## src/rtl/dsvm_pkg.sv

```systemverilog
// Package for the drum sample voice mixer: sizes, widths, command codes,
// controller states, control/status structs and small arithmetic helpers.
// No dependencies.
package dsvm_pkg;

    localparam int VOICE_COUNT      = 8;
    localparam int QUEUE_DEPTH      = 16;
    localparam int CHUNK_FRAMES     = 256;
    localparam int SAMPLE_FRAMES    = 262144;
    localparam int LAYER_COUNT      = 6;
    localparam int INSTRUMENT_COUNT = 4;
    localparam int LAYER_SPLIT      = 6;
    localparam int MAP_REGS         = 4;
    localparam int MAPPED = (MAP_REGS < INSTRUMENT_COUNT) ? MAP_REGS : INSTRUMENT_COUNT;
    localparam int DESC_COUNT       = INSTRUMENT_COUNT * LAYER_COUNT;

    localparam int SA_W  = (SAMPLE_FRAMES > 1) ? $clog2(SAMPLE_FRAMES) : 1;
    localparam int EXT_W = 26;
    localparam int QA_W  = (QUEUE_DEPTH > 1) ? $clog2(QUEUE_DEPTH) : 1;
    localparam int VI_W  = (VOICE_COUNT > 1) ? $clog2(VOICE_COUNT) : 1;
    localparam int VC_W  = $clog2(VOICE_COUNT + 1);
    localparam int LI_W  = (DESC_COUNT > 1) ? $clog2(DESC_COUNT) : 1;
    localparam int IN_W  = (INSTRUMENT_COUNT > 1) ? $clog2(INSTRUMENT_COUNT) : 1;
    localparam int CH_W  = (CHUNK_FRAMES > 1) ? $clog2(CHUNK_FRAMES) : 1;

    localparam logic [15:0] GAIN_RESET = 16'd3277;
    localparam logic [7:0]  NOTE_RESET [MAP_REGS] = '{8'd36, 8'd56, 8'd42, 8'd35};

    typedef enum logic [1:0] {
        CMD_LOAD = 2'd0,
        CMD_DESC = 2'd1,
        CMD_NOTE = 2'd2,
        CMD_TICK = 2'd3
    } cmd_t;

    typedef enum logic [2:0] {
        REG_GAIN  = 3'd0,
        REG_NOTE0 = 3'd1,
        REG_NOTE1 = 3'd2,
        REG_NOTE2 = 3'd3,
        REG_NOTE3 = 3'd4
    } reg_idx_t;

    typedef enum logic [2:0] {
        S_IDLE,
        S_DISP,
        S_ADDR,
        S_MUL,
        S_ACC,
        S_OUT
    } state_t;

    typedef struct packed {
        logic            accept;     // single-cycle word (load, descriptor, note)
        logic            tick_start;
        logic            disp_step;
        logic            mix_addr;
        logic            mix_mul;
        logic            mix_acc;
        logic            out_load;
        logic [VI_W-1:0] voice;
    } dp_ctrl_t;

    typedef struct packed {
        logic chunk_zero;
        logic queue_empty;
        logic out_full;
    } dp_stat_t;

    // signed product to Q0.16-scaled sample, truncated toward zero
    function automatic logic [15:0] scale_trunc(input logic signed [32:0] p);
        logic signed [32:0] q;
        q = p >>> 16;
        if (p[32] && (p[15:0] != 16'd0))
            q = q + 33'sd1;
        return q[15:0];
    endfunction

    function automatic logic [QA_W-1:0] q_next(input logic [QA_W-1:0] p);
        if (p == QA_W'(QUEUE_DEPTH - 1))
            return '0;
        return p + QA_W'(1);
    endfunction

endpackage

```

## src/rtl/dsvm_ctrl.sv

```systemverilog
// Controller state machine of the mixer: input handshake, dispatch pass,
// per-voice mix sequence and output load. Depends on dsvm_pkg.
module dsvm_ctrl (
    input  logic              clk,
    input  logic              rst_n,
    input  logic              in_valid,
    output logic              in_stall,
    input  logic [1:0]        command,
    input  dsvm_pkg::dp_stat_t stat,
    output dsvm_pkg::dp_ctrl_t ctl
);
    import dsvm_pkg::*;

    state_t          state_reg, state_next;
    logic [VI_W-1:0] voice_reg, voice_next;
    logic            acc_in;

    always_ff @(posedge clk or negedge rst_n)
    begin
        if (!rst_n)
        begin
            state_reg <= S_IDLE;
            voice_reg <= '0;
        end
        else
        begin
            state_reg <= state_next;
            voice_reg <= voice_next;
        end
    end

    always_comb
    begin
        state_next = state_reg;
        voice_next = voice_reg;
        ctl        = '0;
        ctl.voice  = voice_reg;
        in_stall   = (state_reg != S_IDLE);
        acc_in     = in_valid && (state_reg == S_IDLE);
        case (state_reg)
            S_IDLE:
            begin
                if (acc_in)
                begin
                    if (cmd_t'(command) == CMD_TICK)
                    begin
                        ctl.tick_start = 1'b1;
                        voice_next     = '0;
                        state_next     = stat.chunk_zero ? S_DISP : S_ADDR;
                    end
                    else
                        ctl.accept = 1'b1;
                end
            end
            S_DISP:
            begin
                if (stat.queue_empty)
                    state_next = S_ADDR;
                else
                    ctl.disp_step = 1'b1;
            end
            S_ADDR:
            begin
                ctl.mix_addr = 1'b1;
                state_next   = S_MUL;
            end
            S_MUL:
            begin
                ctl.mix_mul = 1'b1;
                state_next  = S_ACC;
            end
            S_ACC:
            begin
                ctl.mix_acc = 1'b1;
                if (voice_reg == VI_W'(VOICE_COUNT - 1))
                    state_next = S_OUT;
                else
                begin
                    voice_next = voice_reg + VI_W'(1);
                    state_next = S_ADDR;
                end
            end
            S_OUT:
            begin
                if (!stat.out_full)
                begin
                    ctl.out_load = 1'b1;
                    state_next   = S_IDLE;
                end
            end
            default:
                state_next = S_IDLE;
        endcase
    end

endmodule

```

## config.mk

```make
export PLATFORM = sky130hd
export DESIGN_NAME = dsvm_ctrl
export DESIGN_NICKNAME = d
export VERILOG_FILES = /design/src/rtl/dsvm_pkg.sv /design/src/rtl/dsvm_ctrl.sv
export SDC_FILE = /design/constraint.sdc
export NUM_CORES = 1
export LEC_CHECK = 0
export BUFFER_PORTS_ARGS = -buffer_cell sky130_fd_sc_hd__clkbuf_2
export CORE_MARGIN = 2
export CORE_UTILIZATION = 25
export CTS_CLUSTER_SIZE = 16
export DETAILED_ROUTE_END_ITERATION = 10
export SYNTH_ARGS = -nofsm -noshare
export SYNTH_HDL_FRONTEND = slang
export SYNTH_SLANG_ARGS = --single-unit
export TNS_END_PERCENT = 5
```

## constraint.sdc

```tcl
create_clock -name clk -period 2.61 [get_ports clk]
set_clock_uncertainty 0.05 [all_clocks]
set_input_delay 0.6525 -clock clk [delete_from_list [all_inputs] [get_ports clk]]
set_output_delay 0.6525 -clock clk [all_outputs]
set_load 0.05 [all_outputs]
```

### Word level (Yosys, flattened, before mapping)

Index checks and enable logic that the tools add are counted.

* register bits after elaboration: 6
* output and inout port bits: 11
* logic and storage cells: 43
* input bits: 8

* mux-type cells: 22
* equal/unequal tests: 12
* add/subtract/negate cells: 1
* reductions and logical operators: 6

Operators with widths (number)
* $mux W3: 8
* $pmux W3 S6: 1
* $eq A3 B3 Y1 const B: 3
* $mux W1: 9
* $ne A2 B2 Y1 const B: 4
* $reduce_and A4 Y1: 2
* $eq A3 B2 Y1 const B: 2
* $mux W2: 3
* $pmux W3 S2: 1
* $add A3 B1 Y3 const B: 1
* $eq A3 B1 Y1 const B: 1
* $logic_not A3 Y1: 1
* $reduce_bool A3 Y1: 1
* $eq A2 B2 Y1 const B: 1
* $ne A2 B1 Y1 const B: 1
* $reduce_bool A2 Y1: 1
* $logic_and A1 B1 Y1: 1

### Logic depth before layout (Yosys ltp)

Gate-level depths: netlist (run 1).

* depth after elaboration: 4
* mapped depth: 6
* gate-level depth less buffers: 5

### Worst setup path after synthesis (run 1)

Ideal clock, no wire load.

* path kind: input-to-output
* start point: in stat[1] (netlist name)
* end point: out ctl[7] (netlist name)
* path buffers: 0
* data arrival time: 1797 ps
* required time: 1908 ps
* slack: 111 ps
* cell stages on the path: 1
* cells stage by stage: nor3b_1

* word-level cells in the longest chain between the ends: 2

Ends and longest elaborated chain
* start: declaration: RTL line dsvm_ctrl.sv:9 `input dsvm_pkg::dp_stat_t stat,`
* $mux W1: RTL line dsvm_ctrl.sv:57 `if (stat.queue_empty)`
* $mux W1: RTL line dsvm_ctrl.sv:40 `case (state_reg)`
* end: declaration: RTL line dsvm_ctrl.sv:10 `output dsvm_pkg::dp_ctrl_t ctl`

Every way passes these cells.

==> results.md, run 1 <==
* Outcome: completed
* Final Hold Viols at 0
* Crit-path cells: nor3_1, and4_1, clkbuf_2
* Req. time, crit path at 1910 ps
* Clk buf depth at 2
* Reg area at 150 um^2
* Final nets at 81
* Core area at 0.00169 mm^2
* Vias post-DR at 417
* Min Tclk post-route at 2420 ps
* Die area at 0.00212 mm^2
* Final period util at 92.5%
* Delay-heaviest family, CP: simple AND/OR/NAND/NOR gates
* Layout fillers at 191
* Share of cells above drive strength 1 at 31.9%
* Drt initial violations at 6
* Max_slew headroom at 78.0%
* Share of the synthesized area in the top cell type at 34.0%
* Register area share after synthesis at 34.0%
* Die W at 46.0 um
* Commonest cells in the netlist: dfrtp_1, nand2_1, inv_1, o21ai_0, nor3b_1
* Levels on crit path at 3
* Area grow syn2layout at 24.9%
* Pins Over Slew Limit at 0
* Share of total power in combinational logic at 61.1%
* Reg-to-Reg Start: voice_reg[0]
* Largest net degree at the start of global routing at 14
* Synth Area per Inst at 8.49 um^2
* Postcts setup bufs at 0
* Mapped Nets at 62
* Unrepaired setup endpoints after global routing: no
* CP peak stage delay at 490 ps
* Primary FF master, synth: dfrtp_1
* CTS root buf: clkbuf_4
* Port buffer count at 18
* Psw at 421 uW
* Measured slew at the worst slew-check pin at 329 ps
* Final setup fails at 0
* FFs w/ async S/R, synth at 100%
* Resize count post-CTS at 0
* Wire per inst at 10.9 um
* Number of flops mapped to enable cells by yosys at 0
* Synth Register Bits at 6
* Gpl congestion at 0.712
* R2R depth at 5
* Starting density of the core at 26.1%
* Worst setup path startpoint: state_reg[2]
* Peak VDD IR at 0.426 mV
* DRC viols at 0
* Clk sink count at 6
* Total GRT Usage at 9.38%
* CP Class: reg2out
* PwrDens at 1340 mW/mm^2
* Antenna Cells at 0
* R2r setup slk at 750 ps
* Row cnt at 15
* Hold Buf Count CTS at 0
* Bufs and invs on worst path at 1
* Cells after synthesis at 52
* Initial antenna violation count at 0
* Sw frac at 56.8%
* HP Class: in2async
* Critical Path End: ctl[8]
* CTS buffer count at 3
* Worst skew pair latency at 250 ps
* Total design power at 742 uW
* Flop pwr share at 27.0%
* Static leakage at 0.297 nW
* First-pass DRT Iterations at 4
* CP Launch Type: register
* DP Wirelength at 727 um
* CP endpoint kind: output pin
* Final Util at 32.7%
* CTS tree: built
* Fin cells at 86
* Max Freq at 414 MHz
* Largest fanout on the critical path at 13
* Global-route wire length before repair at 1.44 mm
* Top-level port count at 19
* Synth top area cells: dfrtp_1, ha_1, nor3b_1, o21ai_0, nand2_1
* Setup TNS Final at 0 ps
* Post-route ant nets at 0
* Int Pwr at 320 uW
* Cell with the most instances after synthesis: dfrtp_1
* Routed wire length at 935 um
* Reg clk slew, reported paths at 50 ps
* Yosys top cell by area: dfrtp_1
* Crit path arrival time at 1710 ps
* FF-to-FF End: voice_reg[0]
* Cells after DPL at 83
* Slowest stage cell on the critical path: dfrtp_1
* Max Cap Viol at 0
* CTS H-tree lvls at 1
* DR vias/cell at 4.85
* Post-Syn Area at 442 um^2
* Vias in the first global route at 362
* Multi-input gate area at 253 um^2
* GRT overflow at 0
* Die H at 46.0 um
* Clock share of power at 11.9%
* Netlist cell types at 28
* Yosys warns at 0
## per-layer routing
layer / routed length [um] / GRT usage, %
met1: 477 / 12.5
met2: 421 / 14.2
met3: 36 / 1.59
met4: 0 / 5.14
met5: 0 / 0
## area by class of cell
class,instances,share of cell area [%]
Multi-Input combinational cell,38,45.8
Sequential cell,6,27.2
Inverter,4,2.72
Clock buffer,3,4.08
Timing Repair Buffer,18,16.3
Tap cell,17,3.85
## power by group through the flow
stage	Combinational [mW]	Sequential [mW]	Clock [mW]
floorplan	0.354	0.222	0
global placement	0.451	0.197	0
detailed placement	0.455	0.201	0
CTS	0.457	0.199	0.0903
global route	0.492	0.209	0.0923
finish	0.453	0.200	0.0879
## worst min-delay path by stage
stage                     slack, ps  startpoint           end  cells after the start
after floorplan                 310       rst_n  state_reg[0]                      0
after global placement          440       rst_n  voice_reg[0]                      1
after CTS                       180       rst_n  voice_reg[0]                      1
after detailed placement        440       rst_n  voice_reg[0]                      1
final                           180       rst_n  voice_reg[0]                      1
after global routing            180       rst_n  voice_reg[0]                      1
## through the flow
step | hold WS [ps] | worst slack (ps) | instance area [um^2]
after floorplan | 307 | 111 | 442
after global placement | 438 | 501 | 529
after detailed placement | 440 | 463 | 529
after CTS | 176 | 194 | 552
after global routing | 175 | 70.0 | 552
final | 177 | 195 | 552
## cells by family (layout without fill, tap and decap cells)
kind of cell	count (synthesis)	in the layout	share of synthesized area (%)
AND/OR/NAND/NOR	22	22	29.5
AO/OA/AOI/OAI	13	13	19.8
buffers and inverters	8	25	8.78
flip-flops	6	6	34.0
adder cells (fa/ha/maj)	2	2	5.66
multiplexers	1	1	2.27
## layout by cell type (no fill, tap or decap), types with 2 or more instances in the layout
master    count
inv_1         4
o22ai_1       2
nor2_1        2
ha_1          2
nor3_1        2
dfrtp_1       6
and2_1        2
o21ai_0       4
clkbuf_4      3
clkbuf_2     18
nor3b_1       3
nor2b_1       2
nand2_1       5
No activity file was read; power rests on OpenSTA's default activity.
==> run 2, diff against run 1 <==
CELL_PAD_IN_SITES_DETAIL_PLACEMENT = 1   (was default)
CELL_PAD_IN_SITES_GLOBAL_PLACEMENT = 2   (was default)
PLACE_DENSITY_LB_ADDON = 0.1   (was default)
clock period = 3.1 ns   (was 2.61 ns; I/O delays follow)
==> run 2 against run 1 <==
Net effect: clock-buffer cell count unchanged; largest power group unchanged; final area increased by 2.7%; first-iteration DRC count decreased by 67%; non-clock buffer count up 2; worst setup slack improved by 380 ps; die area unchanged; sequential power decreased by 25%; global-route usage grew 2.6 points; cell count increased by 2.3%.
==> results.md, run 2 (same netlist as run 1, synthesis figures left out) <==
* Drt initial violations at 2
* Die H at 46.0 um
* Die area at 0.00212 mm^2
* Peak VDD IR at 0.298 mV
* CP endpoint kind: output pin
* Core area at 0.00169 mm^2
* Top sig layer: met4
* Pins Over Slew Limit at 0
* Final setup fails at 0
* Antenna Cells at 0
* Slowest stage cell on the critical path: dfrtp_1
* Port buffer count at 18
* Total design power at 647 uW
* Clk sink count at 6
* Hold Buf Count CTS at 0
* Die W at 46.0 um
* Met3 wire length at 62 um
* HP Class: in2async
* Max Freq at 396 MHz
* Share of cells above drive strength 1 at 33.8%
* Critical Path End: ctl[8]
* R2R depth at 5
* Wl on met1 at 514 um
* Gpl congestion at 0.731
* Routed wire length at 1.11 mm
* Multi-input gate area at 253 um^2
* Vias in the first global route at 389
* Most common cell after layout, fill and taps aside: clkbuf_2
* Req. time, crit path at 2270 ps
* Vias post-DR at 420
* Starting density of the core at 26.1%
* DR vias/cell at 4.77
* Area grow syn2layout at 28.3%
* Met2 WL at 516 um
* Worst skew pair latency at 250 ps
* Clk buf depth at 2
* Setup TNS Final at 0 ps
* DRC viols at 0
* Row cnt at 15
* CTS root buf: clkbuf_4
* Initial antenna violation count at 0
* Final period util at 81.4%
* Unrepaired setup endpoints after global routing: no
* Max_slew headroom at 79.4%
* Most frequent cells in the layout: clkbuf_2, dfrtp_1, nand2_1, inv_1, o21ai_0
* Reg-to-Reg Start: voice_reg[0]
* Crit path arrival time at 1700 ps
* First-pass DRT Iterations at 4
* DP Wirelength at 877 um
* CP Launch Type: register
* Wire per inst at 12.6 um
* Area post-placement at 544 um^2
* Bufs and invs on worst path at 1
* Static leakage at 0.307 nW
* Delay-heaviest family, CP: simple AND/OR/NAND/NOR gates
* PwrDens at 1140 mW/mm^2
* Worst setup path startpoint: state_reg[0]
* CTS tree: built
* Reg area at 150 um^2
* Final Hold Viols at 0
* Layout fillers at 218
* Global-route wire length before repair at 1.77 mm
* Measured slew at the worst slew-check pin at 307 ps
* Final instance area at 567 um^2
* Crit-path cells: nor3_1, and4_1, clkbuf_2
* Post-route ant nets at 0
* FF-to-FF End: voice_reg[0]
* R2r setup slk at 1230 ps
* Total GRT Usage at 11.9%
* Outcome: completed
* Top-level port count at 19
* CTS buffer count at 3
* Final Util at 33.6%
* CP Class: reg2out
* Levels on crit path at 3
* Min Tclk post-route at 2520 ps
* Largest net degree at the start of global routing at 13
* Final nets at 83
* Reg clk slew, reported paths at 50 ps
* Largest fanout on the critical path at 10
* Max Cap Viol at 0
* CP peak stage delay at 480 ps
* GRT overflow at 0
* Postcts setup bufs at 0
* Resize count post-CTS at 0
* CTS H-tree lvls at 1
-- run 2: worst reg2reg max path, delay by kind of cell (launching register included) --
| family | cells | cell delay (ps) |
|---|---|---|
| AND/OR/NAND/NOR | 2 | 840 |
| flip-flops | 1 | 410 |
| AO/OA/AOI/OAI | 1 | 70 |
| adder cells (fa/ha/maj) | 2 | 440 |
-- run 2: through the flow --
stage | worst slack [ps] | instances | hold WS, ps
global placement | 841 | 85 | 537
detailed placement | 821 | 85 | 528
floorplan | 356 | 52 | 429
finish | 576 | 88 | 288
CTS | 566 | 88 | 286
global route | 426 | 88 | 286
-- run 2: worst min-delay path by stage --
stage / end / cells after the start / slack (ps) / start
after floorplan: state_reg[0] / 0 / 430 / rst_n
after global placement: voice_reg[0] / 2 / 540 / voice_reg[0]
after detailed placement: voice_reg[2] / 2 / 530 / voice_reg[2]
after CTS: voice_reg[0] / 1 / 290 / rst_n
after global routing: voice_reg[0] / 1 / 290 / rst_n
final: voice_reg[0] / 1 / 290 / rst_n
-- run 2: cell type report --
class | count | area share (%)
Multi-Input combinational cell | 38 | 44.6
Tap cell | 17 | 3.75
Clock buffer | 3 | 3.97
Inverter | 4 | 2.65
Sequential cell | 6 | 26.5
Timing Repair Buffer | 20 | 18.5
-- run 2: layer usage --
| layer | up-vias | GRT usage (%) |
|---|---|---|
| li1 | 220 | - |
| met1 | 185 | 16.0 |
| met2 | 12 | 17.5 |
| met3 | 3 | 4.76 |
| met4 | 0 | 3.43 |
| met5 | - | 0 |
-- run 2: where the power goes --
part	total, mW	leakage, nW	internal, mW	switching [mW]
clock network	0.0743	0.0138	0.0439	0.0304
registers	0.150	0.0788	0.111	0.0385
logic	0.423	0.215	0.127	0.296
